--- src/kmp_pkg.sv ---
// package with command codes, controller states and control/status bundles for the kmp matcher
`default_nettype none

package kmp_pkg;

    typedef enum logic [1:0] {
        CMD_CLEAR   = 2'd0,
        CMD_APPEND  = 2'd1,
        CMD_TEXT    = 2'd2,
        CMD_RESTART = 2'd3
    } kmp_cmd_t;

    typedef enum logic [2:0] {
        ST_IDLE,
        ST_BUILD_READ,
        ST_BUILD_CMP,
        ST_TEXT_READ,
        ST_TEXT_CMP,
        ST_TAB_READ,
        ST_TAB_SET,
        ST_EMIT
    } kmp_state_t;

    typedef struct packed {
        logic acc_clear;
        logic acc_restart;
        logic acc_append_first;
        logic acc_append_start;
        logic acc_text_start;
        logic step_fall;
        logic step_build_done;
        logic step_text_miss;
        logic step_text_hit;
        logic tab_read;
        logic tab_set;
        logic out_load;
    } kmp_ctrl_t;

    typedef struct packed {
        logic plen_zero;
        logic plen_full;
        logic len_zero;
        logic byte_eq;
        logic ext_full;
        logic out_free;
    } kmp_status_t;

endpackage

`default_nettype wire

--- src/kmp_datapath.sv ---
// kmp datapath: pattern and prefix memories, length and position registers, result output stage
`default_nettype none

module kmp_datapath #(
    parameter int MAX_PATTERN = 64,
    parameter int LEN_W       = 7,
    parameter int IDX_W       = 6
) (
    input  wire logic               clk,
    input  wire logic               rst_n,
    input  wire kmp_pkg::kmp_ctrl_t ctrl,
    output kmp_pkg::kmp_status_t    status,
    input  wire logic [7:0]         in_byte,
    output logic                    out_valid,
    input  wire logic               out_ready,
    output logic                    out_found,
    output logic [31:0]             out_start
);

    localparam logic [LEN_W-1:0] MAX_LEN = LEN_W'(MAX_PATTERN);

    logic [7:0]       p_mem [MAX_PATTERN];
    logic [IDX_W-1:0] t_mem [MAX_PATTERN];

    logic [LEN_W-1:0] plen_reg,  plen_next;
    logic [IDX_W-1:0] bpl_reg,   bpl_next;
    logic [IDX_W-1:0] prog_reg,  prog_next;
    logic [31:0]      count_reg, count_next;
    logic [LEN_W-1:0] len_reg,   len_next;
    logic [7:0]       byte_reg;
    logic [7:0]       p_rd_reg;
    logic [IDX_W-1:0] t_rd_reg;
    logic             res_found_reg;
    logic [31:0]      res_start_reg;
    logic             out_valid_reg;
    logic             out_found_reg;
    logic [31:0]      out_start_reg;

    logic [LEN_W-1:0] new_len;
    logic [IDX_W-1:0] t_raddr;
    logic             p_we;
    logic             t_we;
    logic [IDX_W-1:0] t_wdata;

    assign new_len = (p_rd_reg == byte_reg) ? len_reg + LEN_W'(1) : '0;
    assign t_raddr = ctrl.tab_read ? IDX_W'(plen_reg - LEN_W'(1)) : IDX_W'(len_reg - LEN_W'(1));
    assign p_we    = ctrl.acc_append_first | ctrl.acc_append_start;
    assign t_we    = ctrl.acc_append_first | ctrl.step_build_done;
    assign t_wdata = ctrl.acc_append_first ? '0 : new_len[IDX_W-1:0];

    assign status.plen_zero = (plen_reg == '0);
    assign status.plen_full = (plen_reg == MAX_LEN);
    assign status.len_zero  = (len_reg == '0);
    assign status.byte_eq   = (p_rd_reg == byte_reg);
    assign status.ext_full  = (new_len == plen_reg);
    assign status.out_free  = !out_valid_reg || out_ready;

    assign out_valid = out_valid_reg;
    assign out_found = out_found_reg;
    assign out_start = out_start_reg;

    // pattern and prefix memories
    always_ff @(posedge clk)
    begin
        if (p_we)
        begin
            p_mem[plen_reg[IDX_W-1:0]] <= in_byte;
        end
        if (t_we)
        begin
            t_mem[plen_reg[IDX_W-1:0]] <= t_wdata;
        end
        p_rd_reg <= p_mem[len_reg[IDX_W-1:0]];
        t_rd_reg <= t_mem[t_raddr];
    end

    always_comb
    begin
        plen_next  = plen_reg;
        bpl_next   = bpl_reg;
        prog_next  = prog_reg;
        count_next = count_reg;
        len_next   = len_reg;
        if (ctrl.acc_clear)
        begin
            plen_next  = '0;
            bpl_next   = '0;
            prog_next  = '0;
            count_next = '0;
        end
        if (ctrl.acc_restart)
        begin
            prog_next  = '0;
            count_next = '0;
        end
        if (ctrl.acc_append_first)
        begin
            bpl_next  = '0;
            plen_next = LEN_W'(1);
        end
        if (ctrl.acc_append_start)
        begin
            len_next = LEN_W'(bpl_reg);
        end
        if (ctrl.acc_text_start)
        begin
            count_next = count_reg + 32'd1;
            len_next   = (LEN_W'(prog_reg) >= plen_reg) ? '0 : LEN_W'(prog_reg);
        end
        if (ctrl.step_fall)
        begin
            len_next = LEN_W'(t_rd_reg);
        end
        if (ctrl.step_build_done)
        begin
            bpl_next  = new_len[IDX_W-1:0];
            plen_next = plen_reg + LEN_W'(1);
        end
        if (ctrl.step_text_miss)
        begin
            prog_next = new_len[IDX_W-1:0];
        end
        if (ctrl.tab_set)
        begin
            prog_next = t_rd_reg;
        end
    end

    always_ff @(posedge clk or negedge rst_n)
    begin
        if (!rst_n)
        begin
            plen_reg      <= '0;
            bpl_reg       <= '0;
            prog_reg      <= '0;
            count_reg     <= '0;
            len_reg       <= '0;
            out_valid_reg <= 1'b0;
        end
        else
        begin
            plen_reg  <= plen_next;
            bpl_reg   <= bpl_next;
            prog_reg  <= prog_next;
            count_reg <= count_next;
            len_reg   <= len_next;
            if (ctrl.out_load)
            begin
                out_valid_reg <= 1'b1;
            end
            else if (out_ready)
            begin
                out_valid_reg <= 1'b0;
            end
        end
    end

    // payload registers
    always_ff @(posedge clk)
    begin
        if (ctrl.acc_append_start || ctrl.acc_text_start)
        begin
            byte_reg <= in_byte;
        end
        if (ctrl.step_text_miss)
        begin
            res_found_reg <= 1'b0;
            res_start_reg <= '0;
        end
        if (ctrl.step_text_hit)
        begin
            res_found_reg <= 1'b1;
            res_start_reg <= count_reg - 32'(plen_reg) + 32'd1;
        end
        if (ctrl.out_load)
        begin
            out_found_reg <= res_found_reg;
            out_start_reg <= res_start_reg;
        end
    end

endmodule

`default_nettype wire

--- src/kmp_controller.sv ---
// kmp controller: sequences pattern build, text scan with fallback, and result hand-off
`default_nettype none

module kmp_controller (
    input  wire logic                 clk,
    input  wire logic                 rst_n,
    input  wire logic                 in_valid,
    output logic                      in_ready,
    input  wire logic [1:0]           in_cmd,
    input  wire kmp_pkg::kmp_status_t status,
    output kmp_pkg::kmp_ctrl_t        ctrl
);

    kmp_pkg::kmp_state_t state_reg, state_next;
    kmp_pkg::kmp_cmd_t   cmd;
    logic                fall;

    assign cmd  = kmp_pkg::kmp_cmd_t'(in_cmd);
    assign fall = !status.len_zero && !status.byte_eq;

    always_ff @(posedge clk or negedge rst_n)
    begin
        if (!rst_n)
        begin
            state_reg <= kmp_pkg::ST_IDLE;
        end
        else
        begin
            state_reg <= state_next;
        end
    end

    // next state
    always_comb
    begin
        state_next = state_reg;
        unique case (state_reg)
            kmp_pkg::ST_IDLE:
            begin
                if (in_valid)
                begin
                    if (cmd == kmp_pkg::CMD_APPEND && !status.plen_full && !status.plen_zero)
                    begin
                        state_next = kmp_pkg::ST_BUILD_READ;
                    end
                    else if (cmd == kmp_pkg::CMD_TEXT && !status.plen_zero)
                    begin
                        state_next = kmp_pkg::ST_TEXT_READ;
                    end
                end
            end
            kmp_pkg::ST_BUILD_READ:
            begin
                state_next = kmp_pkg::ST_BUILD_CMP;
            end
            kmp_pkg::ST_BUILD_CMP:
            begin
                state_next = fall ? kmp_pkg::ST_BUILD_READ : kmp_pkg::ST_IDLE;
            end
            kmp_pkg::ST_TEXT_READ:
            begin
                state_next = kmp_pkg::ST_TEXT_CMP;
            end
            kmp_pkg::ST_TEXT_CMP:
            begin
                if (fall)
                begin
                    state_next = kmp_pkg::ST_TEXT_READ;
                end
                else if (status.ext_full)
                begin
                    state_next = kmp_pkg::ST_TAB_READ;
                end
                else
                begin
                    state_next = kmp_pkg::ST_EMIT;
                end
            end
            kmp_pkg::ST_TAB_READ:
            begin
                state_next = kmp_pkg::ST_TAB_SET;
            end
            kmp_pkg::ST_TAB_SET:
            begin
                state_next = kmp_pkg::ST_EMIT;
            end
            kmp_pkg::ST_EMIT:
            begin
                if (status.out_free)
                begin
                    state_next = kmp_pkg::ST_IDLE;
                end
            end
            default:
            begin
                state_next = kmp_pkg::ST_IDLE;
            end
        endcase
    end

    // outputs
    always_comb
    begin
        ctrl     = '0;
        in_ready = 1'b0;
        unique case (state_reg)
            kmp_pkg::ST_IDLE:
            begin
                in_ready = 1'b1;
                if (in_valid)
                begin
                    unique case (cmd)
                        kmp_pkg::CMD_CLEAR:
                        begin
                            ctrl.acc_clear = 1'b1;
                        end
                        kmp_pkg::CMD_RESTART:
                        begin
                            ctrl.acc_restart = 1'b1;
                        end
                        kmp_pkg::CMD_APPEND:
                        begin
                            if (!status.plen_full)
                            begin
                                ctrl.acc_append_first = status.plen_zero;
                                ctrl.acc_append_start = !status.plen_zero;
                            end
                        end
                        kmp_pkg::CMD_TEXT:
                        begin
                            ctrl.acc_text_start = !status.plen_zero;
                        end
                        default:
                        begin
                            ctrl = '0;
                        end
                    endcase
                end
            end
            kmp_pkg::ST_BUILD_CMP:
            begin
                ctrl.step_fall       = fall;
                ctrl.step_build_done = !fall;
            end
            kmp_pkg::ST_TEXT_CMP:
            begin
                ctrl.step_fall      = fall;
                ctrl.step_text_hit  = !fall && status.ext_full;
                ctrl.step_text_miss = !fall && !status.ext_full;
            end
            kmp_pkg::ST_TAB_READ:
            begin
                ctrl.tab_read = 1'b1;
            end
            kmp_pkg::ST_TAB_SET:
            begin
                ctrl.tab_set = 1'b1;
            end
            kmp_pkg::ST_EMIT:
            begin
                ctrl.out_load = status.out_free;
            end
            default:
            begin
                ctrl = '0;
            end
        endcase
    end

endmodule

`default_nettype wire

--- src/kmp_stream_matcher_top.sv ---
// top level of the streaming kmp matcher
// a text transaction reads and compares the pattern byte, again after each fallback, and on a match
// also reads the prefix table for the overlap restart; the result is loaded once the output is free
// an append completes on acceptance for the first byte, else reads and compares, again per fallback
// input is taken again once the current transaction is finished; each fallback costs
// one registered read of the pattern and prefix memories
// rst_n is asynchronous: pattern length, match state and position go to zero,
// memory contents are kept
`default_nettype none

module kmp_stream_matcher_top #(
    parameter int MAX_PATTERN = 64
) (
    input  wire logic        clk,
    input  wire logic        rst_n,
    input  wire logic        s_tvalid,
    output logic             s_tready,
    input  wire logic [7:0]  s_tdata,   // data_byte[7:0]
    input  wire logic [1:0]  s_tuser,   // command[1:0]
    output logic             m_tvalid,
    input  wire logic        m_tready,
    output logic [31:0]      m_tdata,   // match_start[31:0]
    output logic [0:0]       m_tuser    // match_found[0]
);

    localparam int LEN_W = $clog2(MAX_PATTERN + 1);
    localparam int IDX_W = (MAX_PATTERN > 1) ? $clog2(MAX_PATTERN) : 1;

    kmp_pkg::kmp_ctrl_t   ctrl;
    kmp_pkg::kmp_status_t status;
    logic                 found;

    kmp_controller u_ctrl (
        .clk      (clk),
        .rst_n    (rst_n),
        .in_valid (s_tvalid),
        .in_ready (s_tready),
        .in_cmd   (s_tuser),
        .status   (status),
        .ctrl     (ctrl)
    );

    kmp_datapath #(
        .MAX_PATTERN (MAX_PATTERN),
        .LEN_W       (LEN_W),
        .IDX_W       (IDX_W)
    ) u_dp (
        .clk       (clk),
        .rst_n     (rst_n),
        .ctrl      (ctrl),
        .status    (status),
        .in_byte   (s_tdata),
        .out_valid (m_tvalid),
        .out_ready (m_tready),
        .out_found (found),
        .out_start (m_tdata)
    );

    assign m_tuser[0] = found;

endmodule

`default_nettype wire

--- config.mk ---
export PLATFORM = sky130hd
export DESIGN_NAME = kmp_stream_matcher_top
export DESIGN_NICKNAME = d
export VERILOG_FILES = /design/src/kmp_pkg.sv /design/src/kmp_datapath.sv /design/src/kmp_controller.sv /design/src/kmp_stream_matcher_top.sv
export SDC_FILE = /design/constraint.sdc
export NUM_CORES = 1
export LEC_CHECK = 0
export ABC_CLOCK_PERIOD_IN_PS = 5300
export BUFFER_PORTS_ARGS = -buffer_cell sky130_fd_sc_hd__buf_2
export CORE_UTILIZATION = 61
export CTS_BUF_LIST = sky130_fd_sc_hd__clkbuf_4 sky130_fd_sc_hd__clkbuf_8
export CTS_CLUSTER_DIAMETER = 200
export DETAILED_ROUTE_END_ITERATION = 12
export PLACE_DENSITY_LB_ADDON = 0.05
export SLEW_MARGIN = 30
export SYNTH_ARGS = -nofsm -noshare
export SYNTH_HDL_FRONTEND = slang
export SYNTH_SLANG_ARGS = --single-unit
--- constraint.sdc ---
create_clock -name clk -period 5.3 [get_ports clk]
set_input_delay 0.265 -clock clk [delete_from_list [all_inputs] [get_ports clk]]
set_output_delay 0.265 -clock clk [all_outputs]
set_load 0.01 [all_outputs]
== Word-level counts from Yosys, hierarchy flattened ==
Memory sizes are Yosys's and may differ from the RTL's. A register that Yosys moved wholly into a read port is not among the register bits.
Cells that the tools add are included.
Word-level totals
  flip-flop bits (word level): 136
  memory bits (writable): 896
  bits of input ports: 14
  output and inout bits: 35
  logic and storage cells: 116
  memories: 2
Operators by class
  add/subtract/negate cells: 7
  $lt $le $gt $ge: 1
  equality and inequality tests: 16
  muxes and demuxes: 49
  bitwise logic cells: 2
  reductions and logical operators: 27
Memories
  u_dp.p_mem: depth 64, width 8, rd ports 1, clocked after memory_dff 1, wr ports 1, line kmp_datapath.sv:22  | logic [7:0] p_mem [MAX_PATTERN];
  u_dp.t_mem: depth 64, width 6, rd ports 1, clocked after memory_dff 1, wr ports 1, line kmp_datapath.sv:23  | logic [IDX_W-1:0] t_mem [MAX_PATTERN];
Operators with widths (count)
  two-way mux 32 bit: 5
  adder 32 x 1 -> 32 bit, second input constant: 2
  two-way mux 6 bit: 9
  two-way mux 7 bit: 7
  subtractor 32 x 7 -> 32 bit: 1
  case mux 3 bit (8 select lines): 1
  two-way mux 3 bit: 5
  adder 7 x 1 -> 7 bit, second input constant: 2
  zero test 7 bit: 2
  == test 3 bit, second input constant: 4
  two-way mux 12 bit: 1
  subtractor 6 x 1 -> 6 bit, second input constant: 2
  two-way mux 1 bit: 11
  case mux 1 bit (2 select lines): 5
  nonzero test 3 bit: 3
  == test 8 bit: 1
  == test 7 bit: 1
  == test 7 bit, second input constant: 1
  greater-or-equal comparator 6 x 7 -> 1 bit: 1
  zero test 1 bit: 7
  == test 3 x 2 -> 1 bit, second input constant: 2
  logical AND 1 bit: 6
  two-way mux 2 bit: 3
  two-way mux 5 bit: 1
  other kinds (15): 19

== Logic depth before layout (Yosys ltp) ==
Gate-level depths: netlist (run 1).
  depth after elaboration: 10
  depth in mapped cells: 14
  mapped depth without buffers: 14

== Cells and area by module ==
From an unflattened synthesis (run 1), not the netlist that was laid out.
Unflattened totals
  cell total of the unflattened synthesis: 2460
  area total of the unflattened synthesis: 43610.6 sq um
Modules (own cells, without submodules)
  kmp_datapath: instances 1, cells each 2419, area each 43280.3 sq um, sequential area each 30849.6 sq um
  kmp_controller: instances 1, cells each 41, area each 330.3 sq um, sequential area each 75.1 sq um

== Worst setup path before layout (run 1) ==
No wires, ideal clock.
  path type: reg-to-reg
  from: register u_dp.plen_reg[1]
  to: memory u_dp.t_mem[0][0] (data pin)
  library setup time: 0.680 ns
  data arrival time: 4.010 ns
  data required time: 4.620 ns
  setup slack: 0.609 ns
  stages on the path, launching flop included: 10
  buffers on the path: 2
  period minus slack after synthesis: 4.691 ns
  cell sequence: dfrtp_1 clkbuf_1 inv_1 ha_1 nor2b_1 nand2_1 nor2_1 and2_1 clkbuf_1 nor3_1
On the way
  longest elaborated chain between the ends: 6
  elaborated cells between the ends (all ways): 7
  those cells by class: eq/ne: 1; mux: 5; reduce/logical: 1
Ends and longest elaborated chain
  from (decl): line kmp_datapath.sv:25  | logic [LEN_W-1:0] plen_reg, plen_next;
  from (signal assigned): line kmp_datapath.sv:142  | plen_reg <= plen_next;
  == test 7 bit or zero test 7 bit (tied branches): line kmp_datapath.sv:52, kmp_datapath.sv:51
  two-way mux 2 bit (*): line kmp_controller.sv:123  | if (!status.plen_full)
  two-way mux 2 bit (*): line kmp_controller.sv:112  | unique case (cmd)
  two-way mux 12 bit (*): line kmp_controller.sv:110  | if (in_valid)
  two-way mux 5 bit (*): line kmp_controller.sv:106  | unique case (state_reg)
  two-way mux 6 bit (*): line kmp_datapath.sv:49  | assign t_wdata = ctrl.acc_append_first ? '0 : new_len[IDX_W-1:0];
  via u_dp.t_wdata[0]: line kmp_datapath.sv:43  | logic [IDX_W-1:0] t_wdata;
  to (decl): line kmp_datapath.sv:23
Mark *: on every way through the listed nets, which the timed path passes. The rest lies on a longest branch.

== Final worst setup path (run 1) ==
  from: register u_dp.plen_reg[4]
  to: memory u_dp.p_mem[14][4], enable pin
On the way
  longest elaborated chain between the ends: 9
  elaborated cells between the ends (all ways): 10
  those cells by class: eq/ne: 1; mux: 6; bitwise: 1; reduce/logical: 2
Ends and longest elaborated chain
  zero test 7 bit: line kmp_datapath.sv:51  | assign status.plen_zero = (plen_reg == '0);
  zero test 1 bit: line kmp_controller.sv:126  | ctrl.acc_append_start = !status.plen_zero;
  two-way mux 2 bit: line kmp_controller.sv:123
  two-way mux 2 bit: line kmp_controller.sv:112
  two-way mux 12 bit: line kmp_controller.sv:110
  two-way mux 5 bit: line kmp_controller.sv:106
  bitwise OR 1 bit: line kmp_datapath.sv:47  | assign p_we = ctrl.acc_append_first | ctrl.acc_append_start;
  two-way mux 1 bit: line kmp_datapath.sv:65  | if (p_we)
  two-way mux 1 bit (not written as such): line kmp_datapath.sv:67  | p_mem[plen_reg[IDX_W-1:0]] <= in_byte;
  to (decl): line kmp_datapath.sv:22
Parallel ways exist; a longest one is shown, timed or not.

==> impl_results.md, run 1 <==
- Initial antenna violation count: 4
- Input/output buffers: 48
- CTS buffer count: 161
- Clock share of power: 27.4%
- Die area: 71800 µm²
- Layout cells sized above 1: 25.3%
- Asr flop ratio synth: 5.84%
- Residual DRC: 0
- Final nets: 2578
- Clock Root Buffer: clkbuf_8
- Worst EP required: 5720 ps
- Die Width: 268 µm
- CP Launch Type: flip-flop
- Vias per cell: 6.21
- Worst EP arrival: 4600 ps
- Final Hold Fails: 0
- Skew final: 37.0 ps
- Sw Ratio: 31.8%
- Most used cell along the critical path: nand3_1
- Vias post-DR: 22100
- Sequential Power Share: 39.4%
- Gr ovfl total: 0
- Post-synth EDFFs: 969
- Top_reg_cell synth: edfxtp_1
- Crit path cell chain: clkinv_1 > nand3_1 > o21ai_0 > or2_2 > a21oi_1 > nand3_1 > nor2_1
- Final max-slew violation count: 0
- Relative slew slack: 32.4%
- Total Routing Usage GR: 26.3%
- H-tree levels: 4
- Clk slew on worst S/H paths: 60 ps
- Pleak: 15.5 nW
- Final Wtd Congestion: 0.858
- Largest net degree at the start of global routing: 97
- Core Footprint: 70000 µm²
- Total wire length: 91100 µm
- FP Rows: 97
- Num Clock Sinks: 1045
- Worst Slack Setup Final: 1120 ps
- Vias in the first global route: 22600
- Drt pass-1 iters: 5
- Unique cell type count in the Yosys netlist: 72
- DP Worst Slack: 1230 ps
- Comb power frac: 33.2%
- Worst-skew pair later-pin latency: 800 ps
- Area growth, synth to finish: 10.8%
- RSZ-0062 raised after global routing: no
- Tmin final: 4180 ps
- Finish-stage setup viols: 0
- Num ports: 49
- Die height: 268 µm
- Slew @ Worst Pin: 1010 ps
- Pwr Density: 512 nW/µm²
- Synthesized Nets: 2436
- Critical path capture point type: flip-flop
- Yosys synthesis warning count: 0
- Mapped Cells: 2349
- Pint: 16.7 mW
- Status: finished clean
- Initial Util: 61.6%
- Syn_area_per_cell: 18.4 µm²
- Worst-path fanout max: 11
- Max Root-Sink Buffers: 3
- WHS: 50.1 ps
- First-pass GRT wire length: 138000 µm
- Antenna Nets Post-Route: 0
- Max Clk Rate: 239 MHz
- Initial DRC count: 2047
- Max FFs per register: 512
- Part of the Yosys area used for sequential elements: 71.7%
- Mapped Area: 43200 µm²
- HP Class: in2reg
- Flops & latches, synth: 1045
- TritonCTS clock tree: yes
- Sw power: 7.78 mW
- Detailed placer's ending HPWL: 55900 µm
- Worst Setup Path Type: reg2reg
- Critical Path Max Stage Delay: 840 ps
- Final Cycle Share: 78.8%
- Slowest-stage cell, CP: nor2_1
- Setup TNS: 0 ps
- DR WL/cell: 25.6 µm
- Total of max-cap violations: 0
- VDD IR max: 686 µV
## path summary, 6_finish.rpt
| path | end | cells after the start | slack, ps | startpoint |
|---|---|---|---|---|
| min in group asynchronous | u_dp.count_reg[27] | 3 | 160 | rst_n |
| worst max register to register | u_dp.p_mem[14][4] | 7 | 1120 | u_dp.plen_reg[4] |
| worst min-delay path | u_dp.p_mem[57][6] | 1 | 50 | s_tdata[6] |
| worst max-delay path | u_dp.p_mem[14][4] | 7 | 1120 | u_dp.plen_reg[4] |
| worst min register to register | u_dp.out_start[29] | 0 | 420 | u_dp.res_start_reg[29] |
| max in group asynchronous | u_dp.len_reg[1] | 3 | 4460 | rst_n |
## placed cells by master (no fill, tap or decap), drive strengths merged, types with 4 or more instances in the layout
cell         count
edfxtp         969
nand4            9
a21o            19
dfxtp           15
nor4             7
a21oi           49
o21ai           74
clkinvlp         4
o211ai           8
o31ai            7
mux2            24
ha              72
nand2b           7
xor2            22
and2             6
nor3            24
buf             81
bufinv           6
xnor2           21
nand3           46
mux2i           64
a221o            7
nor2           223
a31oi            7
a211oi          10
mux4           264
clkinv          43
inv             57
nand2          107
dfrtp           61
nor2b            6
or2              5
dlygate4sd3      7
o21a             8
clkbuf         230
## metal layers
| metal | vias to the layer above | global-route usage (%) | wire, µm |
|---|---|---|---|
| li1 | 9683 | - | - |
| met1 | 11400 | 38.9 | 39500 |
| met2 | 846 | 38.8 | 42300 |
| met3 | 148 | 6.50 | 7120 |
| met4 | 2 | 9.00 | 2160 |
| met5 | - | 0 | 13 |
## cells in the mapped netlist (24+ instances only)
master,n,share of area [%]
mux4_2,263,14
a21oi_1,49,0.57
edfxtp_1,969,67
nand2_1,106,0.92
clkbuf_1,65,0.57
dfrtp_1,61,3.5
o21ai_0,73,0.85
ha_1,72,2.1
mux2_2,24,0.63
inv_1,52,0.45
nor2_1,223,1.9
mux2i_1,63,1.5
nand3_1,46,0.53
## cell families (layout without fill, tap and decap cells)
group,after synthesis,after routing,share of synthesized area [%]
xor gates and xnor gates,44,44,0.925
DFF,1045,1045,71.7
muxes,352,352,15.9
and+or+nand+nor,453,453,4.57
AOI/OAI and AO/OA,218,218,3.19
adders and majority gates,73,73,2.13
buffers and inverters,164,428,1.61
other,0,3,0
## power groups by stage
stage          Combinational, mW  Sequential, mW  Clock [mW]
2_1_floorplan               6.20            9.49           0
3_3_place_gp                8.06            9.79           0
3_5_place_dp                8.14            9.80           0
4_1_cts                     8.16            9.63        6.84
5_1_grt                     8.70            9.67        7.18
6_report                    8.12            9.64        6.72
## final cells by class
type / instances / area [µm²]
flip-flops and latches: 1045 / 30900
fillers: 4616 / 22200
multi-input cells: 1140 / 11700
clock buffers: 230 / 2810
well taps: 940 / 1180
repair buffers: 88 / 594
clock inverters: 55 / 433
inverters: 55 / 206
diodes: 3 / 7.51
## repair_timing
action                     in CTS  in global routing
resized for setup               0                  0
hold buffers                    7                  0
setup endpoints to repair       0                  0
setup buffers                   0                  0
hold endpoints to repair       67                  0
## metrics by stage
step,instances,util [%],total power [mW],instance area [µm²]
after floorplan,2349,-,15.7,43200
after global placement,3261,63.5,17.9,44500
after detailed placement,3261,63.5,17.9,44500
after CTS,3553,68.3,24.6,47800
after global routing,3555,68.3,25.6,47800
final,3556,68.3,24.5,47800
## critical path, delay by kind of cell (launching register included)
kind / cells / cell delay, ps
flip-flops: 1 / 700
AND/OR/NAND/NOR: 4 / 2090
AO/OA/AOI/OAI: 2 / 430
buffers and inverters: 1 / 560
Note: power is estimated with default switching activity, not from simulation.
==> inputs of run 2 (changes only) <==
--- a/config.mk
+++ b/config.mk
@@ -5,7 +5,7 @@
 export SDC_FILE = /design/constraint.sdc
 export NUM_CORES = 1
 export LEC_CHECK = 0
-export ABC_CLOCK_PERIOD_IN_PS = 5300
+export ABC_CLOCK_PERIOD_IN_PS = 4190
 export BUFFER_PORTS_ARGS = -buffer_cell sky130_fd_sc_hd__buf_2
 export CORE_UTILIZATION = 61
 export CTS_BUF_LIST = sky130_fd_sc_hd__clkbuf_4 sky130_fd_sc_hd__clkbuf_8
==> constraint.sdc (replaced) <==
create_clock -name clk -period 4.19 [get_ports clk]
set_input_delay 0.2095 -clock clk [delete_from_list [all_inputs] [get_ports clk]]
set_output_delay 0.2095 -clock clk [all_outputs]
set_load 0.01 [all_outputs]
==> impl_results.md, run 2 (synthesis gave the netlist of run 1 again) <==
- Max FFs per register: 512 (unchanged)
- Total wire length: 92300 µm (was 91100 µm)
- Worst-skew pair later-pin latency: 810 ps (was 800 ps)
- Finish-stage setup viols: 0 (unchanged)
- Input/output buffers: 48 (unchanged)
- Pint: 21.0 mW (was 16.7 mW)
- VDD IR max: 585 µV (was 686 µV)
- Die Width: 268 µm (unchanged)
- Final Hold Fails: 0 (unchanged)
- Final core occ: 69.2% (was 68.3%)
- First-pass GRT wire length: 140000 µm (was 138000 µm)
- HP Class: in2reg (unchanged)
- Vias post-DR: 22600 (was 22100)
- Worst-path fanout max: 11 (unchanged)
- Area growth, synth to finish: 12.4% (was 10.8%)
- Pwr Density: 636 nW/µm² (was 512 nW/µm²)
- Critical path capture point type: flip-flop (unchanged)
- Sw power: 9.87 mW (was 7.78 mW)
- CTS buffer count: 163 (was 161)
- H-tree levels: 4 (unchanged)
- Setup TNS: 0 ps (unchanged)
- Status: finished clean (unchanged)
- Vias in the first global route: 22800 (was 22600)
- Clock share of power: 26.9% (was 27.4%)
- Largest net degree at the start of global routing: 129 (was 97)
- Sw Ratio: 32.0% (was 31.8%)
- Initial DRC count: 2178 (was 2047)
- Num ports: 49 (unchanged)
- Die area: 71800 µm² (unchanged)
- Final max-slew violation count: 0 (unchanged)
- FP Rows: 97 (unchanged)
- Total of max-cap violations: 0 (unchanged)
- Most frequent cells in the layout: edfxtp_1, mux4_2, nor2_1 (unchanged)
- RSZ-0062 raised after global routing: no (unchanged)
- Final nets: 2672 (was 2578)
- DR WL/cell: 25.2 µm (was 25.6 µm)
- Tmin final: 3730 ps (was 4180 ps)
- TritonCTS clock tree: yes (unchanged)
- Core Footprint: 70000 µm² (unchanged)
- Vias per cell: 6.18 (was 6.21)
- CP Launch Type: flip-flop (unchanged)
- Skew final: 25.5 ps (was 37.0 ps)
- Worst EP arrival: 4170 ps (was 4600 ps)
- Final Wtd Congestion: 0.900 (was 0.858)
- Gr ovfl total: 0 (unchanged)
- Worst Setup Path Type: reg2reg (unchanged)
- Slew @ Worst Pin: 1030 ps (was 1010 ps)
- Relative slew slack: 31.3% (was 32.4%)
- Most common cell after layout, fill and taps aside: edfxtp_1 (unchanged)
- Final Cycle Share: 89.1% (was 78.8%)
- Initial antenna violation count: 1 (was 4)
- Clk slew on worst S/H paths: 70 ps (was 60 ps)
- Die height: 268 µm (unchanged)
- Initial Util: 61.6% (unchanged)
- Max Root-Sink Buffers: 3 (unchanged)
- Pleak: 16.0 nW (was 15.5 nW)
- Total Routing Usage GR: 26.6% (was 26.3%)
- Detailed placer's ending HPWL: 57000 µm (was 55900 µm)
- Layout cells sized above 1: 27.7% (was 25.3%)
- Comb power frac: 34.2% (was 33.2%)
- Residual DRC: 0 (unchanged)
- Num Clock Sinks: 1045 (unchanged)
- Worst EP required: 4620 ps (was 5720 ps)
- Clock Root Buffer: clkbuf_8 (unchanged)
- # resized after CTS: 0 (unchanged)
- Antenna Nets Post-Route: 0 (unchanged)
- Max Clk Rate: 268 MHz (was 239 MHz)
- Sequential Power Share: 38.8% (was 39.4%)
- Drt pass-1 iters: 5 (unchanged)
run 2: per-stage QoR:
step                      total power, mW  area (µm²)  hold slack (ps)  cells  setup WS, ps
final                                30.9       48500             77.0   3656           456
after global placement               22.7       45200              277   3350           623
after CTS                            31.1       48400             37.0   3654           536
after global routing                 32.2       48500             72.2   3656           345
after detailed placement             22.8       45200              280   3350           551
after floorplan                      19.8       43200            -86.1   2349           524
run 2: final timing paths:
| path | slack, ps | to | from | cells past startpoint |
|---|---|---|---|---|
| min in group asynchronous | 520 | u_dp.out_valid | rst_n | 4 |
| setup / recovery | 460 | u_dp.t_mem[12][2] | u_dp.plen_reg[1] | 10 |
| hold reg to reg | 410 | u_dp.out_start[5] | u_dp.res_start_reg[5] | 0 |
| hold / removal | 80 | u_dp.p_mem[60][2] | s_tdata[2] | 2 |
| setup reg to reg | 460 | u_dp.t_mem[12][2] | u_dp.plen_reg[1] | 10 |
| max in group asynchronous | 3150 | u_dp.len_reg[0] | rst_n | 4 |
run 2: layout make-up:
type                            instances  area [µm²]
Sequential cell                      1045       30900
Clock inverter                         73         455
Clock buffer                          222        2710
Timing Repair Buffer                  180        1350
Antenna cell                            1        2.50
Inverter                               55         206
Fill cell                            4597       21500
Tap cell                              940        1180
Multi-Input combinational cell       1140       11700
run 2: worst max-delay path: stages (launching register included):
cell and delay [ps]:
dfrtp_1 400, buf_4 200, inv_1 220, ha_1 220, nor2b_1 260, nand2_1 190
nor2_1 230, nand2_1 140, a21oi_1 330, nand2_1 500, nor2_1 670
run 2: routing by layer:
| layer | share of wire, % | routed length [µm] | vias up | track usage, % |
|---|---|---|---|---|
| met3 | 6.9 | 6380 | 154 | 4.76 |
| met5 | 0 | 0 | - | 0 |
| met4 | 2.2 | 2000 | 0 | 8.08 |
| met2 | 49 | 45100 | 900 | 42.0 |
| met1 | 42 | 38800 | 11700 | 38.5 |
| li1 | - | - | 9888 | - |
run 2: timing repair:
item / 4_1_cts / 5_1_grt
buffers inserted: 0 / 0
hold endpoints to repair: 55 / 0
hold buffers: 9 / 0
endpoints found under the setup margin: 0 / 0
run 2: power groups by stage:
stage               clock [mW]  sequential [mW]  combinational [mW]
global placement             0             12.2                10.5
finish                    8.31             12.0                10.6
global route              8.91             12.0                11.3
detailed placement           0             12.2                10.6
floorplan                    0             12.0                7.84
CTS                       8.45             12.0                10.6
